### src/rtl/core/cub_pkg.sv
// ----------------------------------------------------------------------------
// cub_pkg
// Shared types and constants of the console UART ring buffers: request
// function codes, internal operation codes and the queued request record.
// ----------------------------------------------------------------------------
package cub_pkg;

  // Function codes on the request port
  localparam logic [2:0] FUNC_RX_BYTE  = 3'd0;
  localparam logic [2:0] FUNC_HOST_WR  = 3'd1;
  localparam logic [2:0] FUNC_HOST_RD  = 3'd2;
  localparam logic [2:0] FUNC_TX_RDY   = 3'd3;
  localparam logic [2:0] FUNC_OVERRUN  = 3'd4;
  localparam logic [2:0] FUNC_CLR_RX   = 3'd5;
  localparam logic [2:0] FUNC_CLR_TX   = 3'd6;

  // Operation codes after classification
  typedef logic [2:0] cub_op_t;
  localparam cub_op_t OP_NOP     = 3'd0;
  localparam cub_op_t OP_RX_BYTE = 3'd1;
  localparam cub_op_t OP_HOST_WR = 3'd2;
  localparam cub_op_t OP_HOST_RD = 3'd3;
  localparam cub_op_t OP_TX_RDY  = 3'd4;
  localparam cub_op_t OP_OVERRUN = 3'd5;
  localparam cub_op_t OP_CLR_RX  = 3'd6;
  localparam cub_op_t OP_CLR_TX  = 3'd7;

  // Characters
  localparam logic [7:0] CH_CR         = 8'd13;
  localparam logic [7:0] CH_LF         = 8'd10;
  localparam logic [7:0] NEWLINE_RESET = 8'd10;

  // Queued request between front and back
  typedef struct packed {
    cub_op_t    op;
    logic [7:0] data;
  } cub_req_t;

endpackage

### src/rtl/core/cub_front.sv
// ----------------------------------------------------------------------------
// cub_front
// Request front end: accepts requests, classifies the function code and
// holds them in a two-entry queue for the back end.
// ----------------------------------------------------------------------------
module cub_front (
  input  logic              clk,
  input  logic              rst_n,
  input  logic              start,
  input  logic [2:0]        in_func,
  input  logic [7:0]        in_data_byte,
  output logic              busy,
  output logic              req_valid,
  output cub_pkg::cub_req_t req,
  input  logic              req_pop
);
  import cub_pkg::*;

  cub_req_t   q_r [2];
  logic       wr_ptr_r;
  logic       rd_ptr_r;
  logic [1:0] cnt_r;
  logic [1:0] cnt_nxt;
  logic       push;
  logic       pop;
  cub_req_t   cls;

  // Classify the function code
  always_comb begin
    cls.data = in_data_byte;
    unique case (in_func)
      FUNC_RX_BYTE: cls.op = OP_RX_BYTE;
      FUNC_HOST_WR: cls.op = OP_HOST_WR;
      FUNC_HOST_RD: cls.op = OP_HOST_RD;
      FUNC_TX_RDY:  cls.op = OP_TX_RDY;
      FUNC_OVERRUN: cls.op = OP_OVERRUN;
      FUNC_CLR_RX:  cls.op = OP_CLR_RX;
      FUNC_CLR_TX:  cls.op = OP_CLR_TX;
      default:      cls.op = OP_NOP;
    endcase
  end

  assign busy      = (cnt_r == 2'd2);
  assign push      = start && !busy;
  assign req_valid = (cnt_r != 2'd0);
  assign pop       = req_pop && req_valid;
  assign req       = q_r[rd_ptr_r];

  always_comb begin
    cnt_nxt = cnt_r;
    if (push && !pop) begin
      cnt_nxt = cnt_r + 2'd1;
    end else if (pop && !push) begin
      cnt_nxt = cnt_r - 2'd1;
    end
  end

  // Queue pointers and fill count
  always_ff @(posedge clk) begin
    if (!rst_n) begin
      wr_ptr_r <= 1'b0;
      rd_ptr_r <= 1'b0;
      cnt_r    <= 2'd0;
    end else begin
      cnt_r <= cnt_nxt;
      if (push) begin
        wr_ptr_r <= ~wr_ptr_r;
      end
      if (pop) begin
        rd_ptr_r <= ~rd_ptr_r;
      end
    end
  end

  // Store the classified request
  always_ff @(posedge clk) begin
    if (push) begin
      q_r[wr_ptr_r] <= cls;
    end
  end

endmodule

### config.mk
export PLATFORM = sky130hd
export DESIGN_NAME = cub_front
export DESIGN_NICKNAME = d
export VERILOG_FILES = /design/src/rtl/core/cub_pkg.sv /design/src/rtl/core/cub_front.sv
export SDC_FILE = /design/constraint.sdc
export NUM_CORES = 1
export LEC_CHECK = 0
export BUFFER_PORTS_ARGS = -buffer_cell sky130_fd_sc_hd__buf_2
export CORE_UTILIZATION = 50
export CTS_CLUSTER_SIZE = 10
export DETAILED_ROUTE_END_ITERATION = 10
export GPL_TIMING_DRIVEN = 0
export PLACE_DENSITY = 0.76
export SLEW_MARGIN = 30
export SYNTH_ARGS = -nofsm -noshare
export SYNTH_HDL_FRONTEND = slang
export SYNTH_SLANG_ARGS = --single-unit
export TNS_END_PERCENT = 20
### constraint.sdc
create_clock -name clk -period 2.05 [get_ports clk]
set_input_delay 0.1025 -clock clk [delete_from_list [all_inputs] [get_ports clk]]
set_output_delay 0.1025 -clock clk [all_outputs]
set_load 0.03 [all_outputs]
==> impl_metrics.py, run 1 <==
metrics = {
    "cts": {
        "cts_tree": "done",
        "path_clk_slew_ns": 0.14,
        "cts_resized": 0,
        "cts_setup_buffers": 0,
        "clockRootBuffer": "clkbuf_4",
        "cts_htree_levels": 1,
        "cts_buffers": 3,
        "hold_buffers": 9,
        "clk_latency_ns": 0.32,
        "clockBufferDepth": 2,
        "clock_sinks": 27,
    },
    "grt": {
        "grt_use_total": 0.156,
        "grt_max_degree": 15,
        "antenna_found_initial": 0,
        "overflow": 0,
        "grt_pass1_wl_um": 2290,
        "grt_pass1_vias": 524,
    },
    "power_and_ir_drop": {
        "p_sw_frac": 0.359,
        "switchingPower_w": 0.000561,
        "power_frac_comb": 0.386,
        "p_leak_nw": 0.540,
        "clkPwrFrac": 0.140,
        "peakVddDrop_mv": 0.780,
        "p_per_area_mw_per_mm2": 1180,
        "p_seq_frac": 0.474,
        "p_int_w": 0.00100,
    },
    "setup_path": {
        "end_kind": "flip-flop",
        "slowest_delay_ns": 0.68,
        "critPathKind": "flip-flop to flip-flop",
        "rrSetupSlack_ns": 0.33,
        "crit_chain": "nand2b_1, inv_1, nor3_2",
        "rr_startpoint": "cnt_r[0]",
        "crit_fanout": 12,
        "critPathSlowestCell": "nor3_2",
        "r2r-end": "q_r[0][1]",
        "worstPathArrival_ns": 1.67,
        "worst_setup_path_start_kind": "flip-flop",
        "critPathRequiredTime_ns": 2.00,
        "r2r_cells": 3,
    },
    "run": {
        "max-cap-violations": 0,
    },
    "route": {
        "antenna_left": 0,
        "vias_per_cell": 4.85,
        "drtIter0Drc": 11,
        "drtPass1Iterations": 3,
        "drc": 0,
        "dr_total_vias": 635,
        "wl_per_cell_um": 12.4,
        "wirelength_um": 1620,
    },
    "synthesis": {
        "syn-cell-area_mm2": 0.00104,
        "synth_top_cell_by_area": "edfxtp_1",
        "async_flop_share": 0,
        "syn_avg_cell_area_um2": 16.3,
        "ys_seq_area_frac": 0.728,
        "syn_nets": 80,
        "synth_most_common_cell": "edfxtp_1",
        "postSynthCellCount": 64,
        "yosysUniqueCellTypes": 19,
        "synth_common_cells": "edfxtp_1, mux2_2, dfxtp_1",
        "synth.area.top_cells": "edfxtp_1, mux2_2, dfxtp_1",
        "synth-edff-count": 22,
        "ys.flop_type": "edfxtp_1",
        "ys_ff_latch": 27,
        "yosysWarningCount": 0,
        "synth.top_cell.area_share": 0.632,
    },
    "timing": {
        "fmax_mhz": 581,
        "fin_crit_ns": 1.72,
        "min_period_over_period": 0.840,
        "slew_violations": 0,
        "rsz0062_at_grt": "false",
        "slew-limit-headroom": 0.394,
        "worst_pin_slew_ns": 0.904,
        "skew_ns": 0.0159,
        "setup_viol": 0,
        "finalSetupTns_ns": 0,
        "finalHoldViolations": 0,
    },
    "final_layout": {
        "nNetsFinal": 121,
        "fill_cells": 170,
        "fin_cells": 131,
        "finish.utilization": 0.678,
        "synthToLayoutAreaGrowth_pct": 27.3,
        "n_antenna_cell": 0,
        "drive_above_1_share": 0.423,
    },
    "floorplanning": {
        "dieHeight_um": 47.7,
        "coreArea_mm2": 0.00196,
        "initial_core_util": 0.533,
        "die_area_mm2": 0.00228,
        "die_x_um": 47.7,
        "ios": 28,
        "fp-row-count": 16,
    },
    "min_path": {
        "hold_depth": 2,
        "holdPathEnd": "q_r[1][8]",
        "min_path_type": "input port to flip-flop",
        "min_from": "in_func[0]",
    },
    "placed_design": {
        "dpl.hpwl_um": 1090,
        "placedCellCount": 118,
        "numPortBuffers": 27,
        "gp_congestion": 0.627,
    },
    "run_status": {
        "status": "finished, final reports clean",
    },
}
## worst max-delay path, delay by kind of cell (launching register included)
family / cells / cell delay, ns
simple gates: 2 / 0.84
flops: 1 / 0.43
buf+inv: 1 / 0.08
## layout by cell type (no fill, tap or decap), types with 2 or more instances in the layout
cell type,instances
nor2_1,4
edfxtp_1,22
dlygate4sd3_1,9
inv_1,4
mux2_2,11
clkbuf_4,3
xor2_1,4
o21ai_0,2
dfxtp_1,5
buf_2,28
## kinds of logic (layout without fill, tap and decap cells)
kind of cell,Yosys count,in the layout,synth area share
AO/OA/AOI/OAI,5,5,0.0287
XOR/XNOR,5,5,0.0419
adder cells (fa/ha/maj),1,1,0.0120
buffers and inverters,5,45,0.0192
flip-flops,27,27,0.728
multiplexers,11,11,0.119
AND/OR/NAND/NOR,10,10,0.0515
## stage by stage
step           worst slack (ns)  cell area [um2]  hold WS (ns)  power, W
6_report                  0.329             1330        0.0720   0.00156
4_1_cts                   0.285             1330        0.0657   0.00158
5_1_grt                   0.198             1330        0.0824   0.00165
3_3_place_gp              0.343             1210         0.291   0.00133
2_1_floorplan             0.369             1040         0.201   0.00120
3_5_place_dp              0.315             1210         0.298   0.00135
## worst max-delay path by stage
stage	from	end	slack, ns
2_1_floorplan	cnt_r[0]	cnt_r[1]	0.37
3_3_place_gp	cnt_r[0]	q_r[0][6]	0.34
3_5_place_dp	cnt_r[0]	q_r[0][6]	0.31
4_1_cts	cnt_r[0]	q_r[0][1]	0.29
5_1_grt	cnt_r[0]	q_r[0][4]	0.20
6_report	cnt_r[0]	q_r[0][1]	0.33
## cell type report
class	count	area (um2)	area share
Inverter	4	15.0	0.0113
Clock buffer	4	26.3	0.0198
Tap cell	27	33.8	0.0254
Multi-Input combinational cell	32	264	0.198
Sequential cell	27	761	0.572
Buffer	1	5.00	0.00376
Timing Repair Buffer	36	225	0.169
## power by group through the flow
stage | clock, W | combinational [W] | sequential, W
floorplan | 0 | 0.000456 | 0.000741
global placement | 0 | 0.000581 | 0.000746
detailed placement | 0 | 0.000594 | 0.000753
CTS | 0.000225 | 0.000610 | 0.000741
global route | 0.000248 | 0.000653 | 0.000753
finish | 0.000220 | 0.000604 | 0.000741
## state kept, by name, summed over array words and instances (netlist names), named ones only
name and flops:
cnt_r 2, q_r 22, rd_ptr_r 1, wr_ptr_r 1
## routing by layer
layer	up-vias	track usage	part of all wire
met1	301	0.198	0.43
met4	0	0.0833	0.019
met3	4	0.0340	0.042
met2	19	0.251	0.51
met5	-	0	0
li1	311	-	-
Note: power is estimated with default switching activity, not from simulation.
==> run 2: changes to the inputs <==
Settings changed: ABC_AREA set to 1.
Clock period 2.05 ns to 1.8 ns, I/O delays scaled along.
==> impl_metrics.py, run 2 <==
metrics = {
    "synthesis": {
        "synth.top_cell.area_share": 0.620,
        "synth_compound_area_frac": 0.0305,
        "syn_avg_cell_area_um2": 14.2,
        "synth_xor_area_frac": 0.0164,
        "synth_top_cell_by_area": "edfxtp_1",
        "yosysWarningCount": 0,
        "synth-edff-count": 22,
        "synthAdderAreaFrac": 0.0117,
        "synth.mux.area_fraction": 0.116,
        "syn-cell-area_mm2": 0.00107,
        "yosysUniqueCellTypes": 18,
        "synth_top_family_by_area": "multiplexers",
        "postSynthCellCount": 75,
        "async_flop_share": 0,
        "synthSimpleGateAreaFrac": 0.0728,
        "syn_nets": 91,
        "ys.flop_type": "edfxtp_1",
        "synth_most_common_cell": "edfxtp_1",
        "ys_ff_latch": 27,
        "synth.area.top_cells": "edfxtp_1, mux2_2, dfxtp_1",
        "synth_common_cells": "edfxtp_1, mux2_2, nor2_1",
        "ys_seq_area_frac": 0.714,
    },
    "route": {
        "drtPass1Iterations": 3,
        "wirelength_um": 1550,
        "wl_per_cell_um": 11.0,
        "dr_total_vias": 651,
        "drtIter0Drc": 7,
        "antenna_left": 0,
        "vias_per_cell": 4.62,
        "drc": 0,
    },
    "cts": {
        "cts_tree": "done",
        "clk_latency_ns": 0.30,
        "clockRootBuffer": "clkbuf_4",
        "cts_buffers": 3,
        "cts_htree_levels": 1,
        "clockBufferDepth": 2,
        "clock_sinks": 27,
        "cts_setup_buffers": 0,
        "path_clk_slew_ns": 0.13,
    },
    "timing": {
        "worst_slack_ns": 0.320,
        "slew_violations": 0,
        "setup_viol": 0,
        "finalSetupTns_ns": 0,
        "fin_crit_ns": 1.48,
        "whs_ns": 0.0316,
        "min_period_over_period": 0.822,
        "rsz0062_at_grt": "false",
        "skew_ns": 0.00605,
        "finalHoldViolations": 0,
        "slew-limit-headroom": 0.606,
        "fmax_mhz": 676,
        "worst_pin_slew_ns": 0.590,
    },
    "grt": {
        "grt_use_total": 0.138,
        "overflow": 0,
        "grt_pass1_wl_um": 2130,
        "antenna_found_initial": 0,
        "grt_pass1_vias": 535,
        "grt_max_degree": 15,
    },
    "final_layout": {
        "final_common_cell": "buf_2",
        "nNetsFinal": 131,
        "drive_above_1_share": 0.421,
        "synthToLayoutAreaGrowth_pct": 26.3,
        "largest_reg_flops": 22,
        "layout_common_cells": "buf_2, edfxtp_1, mux2_2",
        "regMostFlops": "q_r",
        "n_antenna_cell": 0,
        "top_regs": "q_r (22), cnt_r (2)",
    },
    "placed_design": {
        "numPortBuffers": 27,
        "gp_congestion": 0.700,
        "dpl.hpwl_um": 1100,
        "place_ws_ns": 0.0737,
    },
    "min_path": {
        "min_path_type": "input port to flip-flop",
        "hold_depth": 3,
    },
    "power_and_ir_drop": {
        "p_leak_nw": 0.551,
        "p_per_area_mw_per_mm2": 1300,
        "peakVddDrop_mv": 0.755,
    },
    "setup_path": {
        "end_kind": "output port",
        "critPathKind": "flip-flop to output port",
        "crit_fanout": 10,
        "worst_setup_path_start_kind": "flip-flop",
        "r2r_cells": 9,
        "worstPathArrival_ns": 1.39,
        "critPathRequiredTime_ns": 1.71,
    },
    "floorplanning": {
        "ios": 28,
        "fp-row-count": 16,
        "die_x_um": 48.2,
        "die_area_mm2": 0.00232,
        "dieHeight_um": 48.2,
        "coreArea_mm2": 0.00198,
        "initial_core_util": 0.538,
    },
    "run_status": {
        "status": "finished, final reports clean",
    },
    "run": {
        "max-cap-violations": 0,
    },
}
## run 2: logic make-up after synthesis
| group | count (synthesis) |
|---|---|
| xor gates and xnor gates | 2 |
| and+or+nand+nor | 19 |
| adders and majority gates | 1 |
| AOI/OAI and AO/OA | 5 |
| muxes | 11 |
| buffers and inverters | 10 |
| DFF | 27 |
## run 2: repair_timing
item,in CTS,in global routing
hold buffers,8,0
setup endpoints to repair,0,0
hold endpoints to repair,16,0
resized for setup,0,0
## run 2: critical path: stages (launching register included)
cell and delay, ns:
dfxtp_1 0.36, buf_4 0.19, mux2_2 0.36, buf_2 0.18
## run 2: final timing paths
path / from / slack [ns] / end
worst max register to register: cnt_r[1] / 0.34 / cnt_r[1]
worst min-delay path: rst_n / 0.03 / cnt_r[1]
worst min register to register: rd_ptr_r / 0.53 / rd_ptr_r
worst max-delay path: flip-flop / 0.32 / req[2]
## run 2: final cells by class
| type | count | area, um2 |
|---|---|---|
| buffer | 1 | 7.51 |
| clock buffer | 4 | 26.3 |
| fill | 149 | 636 |
| inverter | 9 | 33.8 |
| multi-input combinational | 38 | 269 |
| sequential | 27 | 761 |
| tap | 27 | 33.8 |
| timing repair buffer | 35 | 215 |
## run 2: report_power, final
group / leakage (nW) / switching (W) / internal (W)
logic: 0.289 / 0.000423 / 0.000235
registers: 0.247 / 0.0000505 / 0.000797
clock network: 0.0150 / 0.000154 / 0.0000862
## run 2: layer usage
layer | GRT usage | up-vias | wire (um) | share of wire
met5 | 0 | - | 0 | 0
met4 | 0.0500 | 0 | 12 | 0.0078
met3 | 0.0259 | 2 | 56 | 0.036
met2 | 0.253 | 16 | 828 | 0.53
met1 | 0.157 | 296 | 651 | 0.42
li1 | - | 337 | - | -
## run 2: metrics by stage
stage	utilization	total power [W]	area, um2	std cells
2_1_floorplan	-	0.00135	1070	75
3_5_place_dp	0.623	0.00151	1230	129
5_1_grt	0.679	0.00185	1350	141
4_1_cts	0.677	0.00176	1340	141
3_3_place_gp	0.623	0.00149	1230	129
6_report	0.679	0.00175	1350	141
