[config.mk]
export PLATFORM = sky130hd
export DESIGN_NAME = cub_back
export DESIGN_NICKNAME = d
export VERILOG_FILES = /design/src/rtl/core/cub_pkg.sv /design/src/rtl/core/cub_back.sv
export SDC_FILE = /design/constraint.sdc
export NUM_CORES = 2
export LEC_CHECK = 0
export ABC_AREA = 0
export CAP_MARGIN = 20
export CORE_UTILIZATION = 56
export DETAILED_ROUTE_END_ITERATION = 10
export DONT_BUFFER_PORTS = 1
export PLACE_DENSITY_LB_ADDON = 0.12
export SLEW_MARGIN = 5
export SYNTH_ARGS = -nofsm -noshare
export SYNTH_HDL_FRONTEND = slang
export SYNTH_SLANG_ARGS = --single-unit
[constraint.sdc]
create_clock -name clk -period 13.71 [get_ports clk]
set_input_delay 0.6855 -clock clk [delete_from_list [all_inputs] [get_ports clk]]
set_output_delay 0.6855 -clock clk [all_outputs]
set_load 0.02 [all_outputs]
[src/rtl/core/cub_pkg.sv]
// ----------------------------------------------------------------------------
// cub_pkg
// Shared types and constants of the console UART ring buffers: request
// function codes, internal operation codes and the queued request record.
// ----------------------------------------------------------------------------
package cub_pkg;

  // Function codes on the request port
  localparam logic [2:0] FUNC_RX_BYTE  = 3'd0;
  localparam logic [2:0] FUNC_HOST_WR  = 3'd1;
  localparam logic [2:0] FUNC_HOST_RD  = 3'd2;
  localparam logic [2:0] FUNC_TX_RDY   = 3'd3;
  localparam logic [2:0] FUNC_OVERRUN  = 3'd4;
  localparam logic [2:0] FUNC_CLR_RX   = 3'd5;
  localparam logic [2:0] FUNC_CLR_TX   = 3'd6;

  // Operation codes after classification
  typedef logic [2:0] cub_op_t;
  localparam cub_op_t OP_NOP     = 3'd0;
  localparam cub_op_t OP_RX_BYTE = 3'd1;
  localparam cub_op_t OP_HOST_WR = 3'd2;
  localparam cub_op_t OP_HOST_RD = 3'd3;
  localparam cub_op_t OP_TX_RDY  = 3'd4;
  localparam cub_op_t OP_OVERRUN = 3'd5;
  localparam cub_op_t OP_CLR_RX  = 3'd6;
  localparam cub_op_t OP_CLR_TX  = 3'd7;

  // Characters
  localparam logic [7:0] CH_CR         = 8'd13;
  localparam logic [7:0] CH_LF         = 8'd10;
  localparam logic [7:0] NEWLINE_RESET = 8'd10;

  // Queued request between front and back
  typedef struct packed {
    cub_op_t    op;
    logic [7:0] data;
  } cub_req_t;

endpackage

[src/rtl/core/cub_back.sv]
// ----------------------------------------------------------------------------
// cub_back
// Request back end: owns the receive and transmit rings, carries out each
// queued request and emits one result strobe per request.
// ----------------------------------------------------------------------------
module cub_back #(
  parameter int BUFFER_DEPTH = 256
) (
  input  logic              clk,
  input  logic              rst_n,
  input  logic              req_valid,
  input  cub_pkg::cub_req_t req,
  output logic              req_pop,
  input  logic [7:0]        newline_char,
  output logic              out_strobe,
  output logic              out_line_valid,
  output logic [7:0]        out_line_byte,
  output logic              out_read_valid,
  output logic [7:0]        out_read_byte,
  output logic [7:0]        out_newline_count,
  output logic              out_flag_read,
  output logic              out_rx_overflow,
  output logic              out_tx_overflow
);
  import cub_pkg::*;

  localparam int PW = $clog2(BUFFER_DEPTH);
  localparam int CW = (PW > 8) ? PW : 8;
  localparam logic [PW-1:0] LAST_PTR = PW'(BUFFER_DEPTH - 1);

  localparam logic [1:0] ST_IDLE = 2'd0;
  localparam logic [1:0] ST_PUSH = 2'd1;
  localparam logic [1:0] ST_RXRD = 2'd2;
  localparam logic [1:0] ST_TXRD = 2'd3;

  function automatic logic [PW-1:0] next_ptr(input logic [PW-1:0] p);
    return (p == LAST_PTR) ? '0 : p + 1'b1;
  endfunction

  logic [7:0]    rx_mem [BUFFER_DEPTH];
  logic [7:0]    tx_mem [BUFFER_DEPTH];
  logic [7:0]    rx_rd_r;
  logic [7:0]    tx_rd_r;

  logic [1:0]    state_r, state_nxt;
  logic [PW-1:0] rx_wp_r, rx_wp_nxt;
  logic [PW-1:0] rx_rp_r, rx_rp_nxt;
  logic [PW-1:0] tx_wp_r, tx_wp_nxt;
  logic [PW-1:0] tx_rp_r, tx_rp_nxt;
  logic [CW-1:0] cnt_r, cnt_nxt;
  logic [7:0]    last_r, last_nxt;
  logic          rx_ovf_r, rx_ovf_nxt;
  logic          tx_ovf_r, tx_ovf_nxt;
  logic [7:0]    hold_r, hold_nxt;

  logic          strobe_r, strobe_nxt;
  logic          line_valid_r, line_valid_nxt;
  logic [7:0]    line_byte_r, line_byte_nxt;
  logic          read_valid_r, read_valid_nxt;
  logic [7:0]    read_byte_r, read_byte_nxt;
  logic          flag_r, flag_nxt;

  logic [PW-1:0] rx_wnx, rx_rnx, tx_wnx, tx_rnx;
  logic          rx_we, tx_we;
  logic [7:0]    tx_wdata;
  logic          push_en;
  logic [7:0]    push_byte;
  logic          need_lf;

  assign rx_wnx  = next_ptr(rx_wp_r);
  assign rx_rnx  = next_ptr(rx_rp_r);
  assign tx_wnx  = next_ptr(tx_wp_r);
  assign tx_rnx  = next_ptr(tx_rp_r);
  assign need_lf = (last_r == CH_CR) && (req.data != CH_LF);

  // Sequence requests
  always_comb begin
    state_nxt      = state_r;
    rx_wp_nxt      = rx_wp_r;
    rx_rp_nxt      = rx_rp_r;
    tx_rp_nxt      = tx_rp_r;
    cnt_nxt        = cnt_r;
    rx_ovf_nxt     = rx_ovf_r;
    hold_nxt       = hold_r;
    strobe_nxt     = 1'b0;
    line_valid_nxt = 1'b0;
    line_byte_nxt  = 8'd0;
    read_valid_nxt = 1'b0;
    read_byte_nxt  = 8'd0;
    flag_nxt       = 1'b0;
    req_pop        = 1'b0;
    rx_we          = 1'b0;
    push_en        = 1'b0;
    push_byte      = req.data;
    unique case (state_r)
      ST_IDLE: begin
        if (req_valid) begin
          req_pop = 1'b1;
          unique case (req.op) inside
            OP_RX_BYTE, OP_HOST_WR: begin
              if (req.op == OP_RX_BYTE && rx_wnx == rx_rp_r) begin
                // drop: receive ring full
                rx_ovf_nxt = 1'b1;
                strobe_nxt = 1'b1;
              end else begin
                if (req.op == OP_RX_BYTE) begin
                  rx_we     = 1'b1;
                  rx_wp_nxt = rx_wnx;
                  if (req.data == newline_char) begin
                    cnt_nxt = cnt_r + CW'(1);
                  end
                end
                push_en = 1'b1;
                if (need_lf) begin
                  push_byte = CH_LF;
                  hold_nxt  = req.data;
                  state_nxt = ST_PUSH;
                end else begin
                  strobe_nxt = 1'b1;
                end
              end
            end
            OP_HOST_RD: begin
              if (rx_rp_r != rx_wp_r) begin
                rx_rp_nxt = rx_rnx;
                state_nxt = ST_RXRD;
              end else begin
                strobe_nxt = 1'b1;
              end
            end
            OP_TX_RDY: begin
              if (tx_rp_r != tx_wp_r) begin
                tx_rp_nxt = tx_rnx;
                state_nxt = ST_TXRD;
              end else begin
                strobe_nxt = 1'b1;
              end
            end
            OP_OVERRUN: begin
              rx_ovf_nxt = 1'b1;
              strobe_nxt = 1'b1;
            end
            OP_CLR_RX: begin
              flag_nxt   = rx_ovf_r;
              rx_ovf_nxt = 1'b0;
              strobe_nxt = 1'b1;
            end
            OP_CLR_TX: begin
              flag_nxt   = tx_ovf_r;
              strobe_nxt = 1'b1;
            end
            default: begin
              strobe_nxt = 1'b1;
            end
          endcase
        end
      end
      ST_PUSH: begin
        // push the held byte after the inserted LF
        push_en    = 1'b1;
        push_byte  = hold_r;
        strobe_nxt = 1'b1;
        state_nxt  = ST_IDLE;
      end
      ST_RXRD: begin
        read_valid_nxt = 1'b1;
        read_byte_nxt  = rx_rd_r;
        if (rx_rd_r == newline_char && cnt_r != '0) begin
          cnt_nxt = cnt_r - CW'(1);
        end
        strobe_nxt = 1'b1;
        state_nxt  = ST_IDLE;
      end
      ST_TXRD: begin
        line_valid_nxt = 1'b1;
        line_byte_nxt  = tx_rd_r;
        strobe_nxt     = 1'b1;
        state_nxt      = ST_IDLE;
      end
      default: begin
        state_nxt = ST_IDLE;
      end
    endcase
  end

  // Transmit ring push and transmit overflow flag
  always_comb begin
    tx_we      = 1'b0;
    tx_wdata   = push_byte;
    tx_wp_nxt  = tx_wp_r;
    last_nxt   = last_r;
    tx_ovf_nxt = tx_ovf_r;
    if (state_r == ST_IDLE && req_valid && req.op == OP_CLR_TX) begin
      tx_ovf_nxt = 1'b0;
    end
    if (push_en) begin
      if (tx_wnx == tx_rp_r) begin
        tx_ovf_nxt = 1'b1;
      end else begin
        tx_we     = 1'b1;
        tx_wp_nxt = tx_wnx;
        last_nxt  = push_byte;
      end
    end
  end

  // Control and status registers
  always_ff @(posedge clk) begin
    if (!rst_n) begin
      state_r      <= ST_IDLE;
      rx_wp_r      <= '0;
      rx_rp_r      <= '0;
      tx_wp_r      <= '0;
      tx_rp_r      <= '0;
      cnt_r        <= '0;
      last_r       <= 8'd0;
      rx_ovf_r     <= 1'b0;
      tx_ovf_r     <= 1'b0;
      strobe_r     <= 1'b0;
      line_valid_r <= 1'b0;
      read_valid_r <= 1'b0;
      flag_r       <= 1'b0;
    end else begin
      state_r      <= state_nxt;
      rx_wp_r      <= rx_wp_nxt;
      rx_rp_r      <= rx_rp_nxt;
      tx_wp_r      <= tx_wp_nxt;
      tx_rp_r      <= tx_rp_nxt;
      cnt_r        <= cnt_nxt;
      last_r       <= last_nxt;
      rx_ovf_r     <= rx_ovf_nxt;
      tx_ovf_r     <= tx_ovf_nxt;
      strobe_r     <= strobe_nxt;
      line_valid_r <= line_valid_nxt;
      read_valid_r <= read_valid_nxt;
      flag_r       <= flag_nxt;
    end
  end

  // Payload registers
  always_ff @(posedge clk) begin
    hold_r      <= hold_nxt;
    line_byte_r <= line_byte_nxt;
    read_byte_r <= read_byte_nxt;
  end

  // Ring stores: one write and one registered read each
  always_ff @(posedge clk) begin
    if (rx_we) begin
      rx_mem[rx_wnx] <= req.data;
    end
    rx_rd_r <= rx_mem[rx_rnx];
  end

  always_ff @(posedge clk) begin
    if (tx_we) begin
      tx_mem[tx_wnx] <= tx_wdata;
    end
    tx_rd_r <= tx_mem[tx_rnx];
  end

  assign out_strobe        = strobe_r;
  assign out_line_valid    = line_valid_r;
  assign out_line_byte     = line_byte_r;
  assign out_read_valid    = read_valid_r;
  assign out_read_byte     = read_byte_r;
  assign out_flag_read     = flag_r;
  assign out_rx_overflow   = rx_ovf_r;
  assign out_tx_overflow   = tx_ovf_r;
  assign out_newline_count = (cnt_r > CW'(255)) ? 8'hFF : cnt_r[7:0];

endmodule

==> flow_metrics.py <==
metrics = {
    "outcome": {
        "outcome": "finished clean",
    },
    "timing": {
        "setup_viol": 0,
        "hold_violations": 0,
        "worst_pin_slew_ps": 1350,
        "min_period_over_period": 0.457,
        "skew_ps": 59.2,
        "period_needed_ps": 6260,
        "drv_slew": 0,
        "tns_ps": 0,
        "max_freq_ghz": 0.160,
        "relSlewSlack": 0.100,
        "grt_setup_unrepaired": "false",
    },
    "setup_path": {
        "r2r_slack_ps": 7450,
        "crit_chain": "and4_1 > a31o_4 > buf_4 > buf_4 > buf_4 > mux4_2 > a222oi_1 > nand2_1 > nand3_1 > and4_1 > nand3_1",
        "cp_data_arrival_time_ps": 7100,
        "cp.required_ps": 14540,
        "cp.depth": 11,
        "crit_top_cell": "buf_4",
        "crit_buf_inv": 3,
        "worst_setup_path_end_kind": "register",
        "crit_slowest_cell": "buf_4",
        "critPathMaxStageDelay_ps": 840,
        "worstReg2RegEnd": "tx_rd_r[2]$_DFF_P_",
        "crit_type": "register to register",
        "worstRegToRegCells": 11,
        "crit_fanout": 48,
        "reg2reg_from": "tx_rp_r[3]$_SDFFE_PN0P_",
        "critical_path.top_delay_family": "buffers and inverters",
        "start_kind": "register",
    },
    "logic_synthesis": {
        "yosysUniqueCellTypes": 86,
        "synth-simple-area-share": 0.0534,
        "yosysMostFrequentCell": "edfxtp_1",
        "synth_edf_count": 4104,
        "synth_top_family_by_area": "multiplexers",
        "syn_avg_cell_area_um2": 17.3,
        "yosys_warnings": 0,
        "synth_common_cells": "4104 x edfxtp_1, 820 x mux2i_1, 730 x nand2_1",
        "ys_ff_latch": 4192,
        "synth.yosys.seq_area_share": 0.756,
        "yosysTopAreaCell": "edfxtp_1",
        "ys.flop_type": "edfxtp_1",
        "yosys.area_share.adder": 0.00179,
        "synthMuxAreaShare": 0.116,
        "synth_compound_area_frac": 0.0506,
        "syn-num-nets": 9594,
        "synth_xor_area_frac": 0.00390,
        "netlist_area_um2": 165000,
        "synth_top_area_frac": 0.745,
        "syn_inst": 9549,
        "ys_top_cells_by_area": "edfxtp_1 75%, mux4_2 6.2%, mux2i_1 5.0%, nand2_1 1.7%, nor2_1 1.3%",
        "async_reset_ff_frac": 0,
    },
    "clock_tree": {
        "cts_sinks": 4192,
        "cts-root-buf": "clkbuf_16",
        "cts_max_path_buffers": 4,
        "clk_pin_slew_worst_paths_ps": 60,
        "cts-buffers-inserted": 420,
        "cts_tree": "done",
        "h-tree-depth": 5,
        "postCtsSetupBuffers": 0,
        "insertion_delay_ps": 970,
        "post_cts_resize_count": 0,
    },
    "layout": {
        "area_growth_pct": 10.9,
        "final_util": 0.624,
        "fillers": 20800,
        "nets": 9620,
        "drive_gt1_frac": 0.140,
    },
    "floorplanning": {
        "ios": 53,
        "die-area_um2": 297000,
        "coreArea_um2": 294000,
        "die_h_um": 545,
        "initial_core_util": 0.563,
        "num_rows": 199,
        "die_w_um": 545,
    },
    "power_and_ir_drop": {
        "vdd.ir_drop.worst_v": 0.000107,
        "power_density_nw_per_um2": 140,
        "total_power_mw": 25.6,
        "leakage_nw": 54.6,
    },
    "global_routing": {
        "grt_max_degree": 257,
        "antenna_found_initial": 19,
        "grt_pass1_wl_um": 619000,
        "grt_pass1_vias": 87600,
        "gr-total-overflow": 0,
        "track_usage": 0.286,
    },
    "worst_hold_path": {
        "holdCritStartpoint": "rst_n",
        "whs_endpoint": "cnt_r[4]$_SDFFE_PN0P_",
        "hold_class": "primary input to register",
        "holdPathStages": 3,
    },
    "placement": {
        "gp_congestion": 0.865,
        "dp_hpwl_um": 240000,
        "port_buffers": 0,
    },
    "route": {
        "drt_iter0_drc": 12000,
        "remaining_drc_errors": 0,
        "wl_um": 432000,
        "vias": 90100,
        "post_drt_wl_per_cell_um": 31.2,
        "viasPerCell": 6.50,
        "dr.pass1.iters": 8,
        "drtAntennaViolNets": 0,
    },
    "job": {
        "cap_viol_max_count": 0,
    },
}
==> flip-flops by register name (all words and copies together) (netlist names) <==
| register | cells |
|---|---|
| out_flag_read | 1 |
| rx_rd_r | 8 |
| tx_rp_r | 8 |
| hold_r | 8 |
| rx_wp_r | 8 |
| state_r | 2 |
| tx_mem | 2048 |
| out_line_byte | 8 |
| rx_mem | 2048 |
| out_line_valid | 1 |
| out_read_byte | 8 |
| rx_rp_r | 8 |
| tx_wp_r | 8 |
| out_tx_overflow | 1 |
| out_strobe | 1 |
| out_read_valid | 1 |
| last_r | 8 |
| cnt_r | 8 |
| tx_rd_r | 8 |
| out_rx_overflow | 1 |
==> worst reg2reg max path, stage by stage (launching register included) <==
cell	delay [ps]
dfxtp_1	740
and4_1	520
a31o_4	530
buf_4	870
buf_4	830
buf_4	690
mux4_2	600
a222oi_1	380
nand2_1	150
nand3_1	260
and4_1	440
nand3_1	130
==> area by class of cell <==
| type | instances | area, µm² | share of cell area |
|---|---|---|---|
| clock buffer | 524 | 11100 | 0.0605 |
| sequential | 4192 | 125000 | 0.682 |
| timing repair buffer | 218 | 2430 | 0.0132 |
| tap | 3919 | 4900 | 0.0267 |
| inverter | 29 | 109 | 0.000594 |
| antenna | 19 | 47.5 | 0.000259 |
| clock inverter | 246 | 2060 | 0.0112 |
| multi-input combinational | 4714 | 37700 | 0.206 |
==> worst max-delay path by stage <==
stage	slack [ps]	startpoint	to
CTS	7400	tx_rp_r[3]$_SDFFE_PN0P_	tx_rd_r[2]$_DFF_P_
global placement	7520	tx_rp_r[3]$_SDFFE_PN0P_	tx_rd_r[2]$_DFF_P_
floorplan	3890	rx_wp_r[1]$_SDFFE_PN0P_	tx_mem[0][0]$_DFFE_PP_
detailed placement	7420	tx_rp_r[3]$_SDFFE_PN0P_	tx_rd_r[2]$_DFF_P_
finish	7450	tx_rp_r[3]$_SDFFE_PN0P_	tx_rd_r[2]$_DFF_P_
global route	6980	tx_rp_r[3]$_SDFFE_PN0P_	tx_rd_r[2]$_DFF_P_
==> power breakdown <==
group	leakage, nW	switching, mW	internal, mW	total [mW]
clock	6.44	4.79	6.26	11.1
combinational	10.6	0.347	0.0990	0.446
sequential	37.6	0.00953	14.1	14.1
==> layout by cell type, fill, tap and decap left out, types with 58 or more instances in the layout <==
cell / n
mux4_2: 456
buf_4: 160
a22oi_1: 149
clkinv_2: 86
mux2_2: 59
nand3_1: 338
dfxtp_1: 88
o22ai_1: 290
clkbuf_1: 93
nor4_1: 102
a21oi_1: 395
o21ai_0: 160
nand2_1: 724
nor2_1: 555
edfxtp_1: 4104
clkbuf_16: 427
mux2i_1: 820
clkinv_1: 95
o221ai_1: 58
==> kinds of logic (layout without fill, tap and decap cells) <==
kind of cell | Yosys count | count (layout)
compound gates | 1299 | 1299
xor+xnor | 72 | 72
other cells | 0 | 19
simple gates | 1985 | 1985
buf+inv | 643 | 1017
fa+ha+maj | 23 | 23
mux | 1335 | 1335
flops | 4192 | 4192
==> stage by stage <==
| stage | setup WS [ps] | hold WS [ps] | cells | cell area, µm² |
|---|---|---|---|---|
| after global placement | 7520 | 471 | 13000 | 169000 |
| after floorplan | 3890 | 444 | 9549 | 165000 |
| final | 7450 | 47.2 | 13900 | 183000 |
| after global routing | 6980 | 18.3 | 13900 | 183000 |
| after detailed placement | 7420 | 473 | 13000 | 169000 |
| after CTS | 7400 | 0.985 | 13800 | 183000 |
==> metal layers <==
| metal | up-vias | global-route usage | part of all wire |
|---|---|---|---|
| met3 | 665 | 0.0599 | 0.10 |
| li1 | 38200 | - | - |
| met5 | - | 0 | 0.000062 |
| met4 | 4 | 0.105 | 0.038 |
| met2 | 4557 | 0.420 | 0.45 |
| met1 | 46700 | 0.427 | 0.41 |
==> repair_timing <==
item | CTS | global route
hold buffers | 32 | 3
hold endpoints to repair | 926 | 84
endpoints found under the setup margin | 0 | 0
Note: power is estimated with default switching activity, not from simulation.
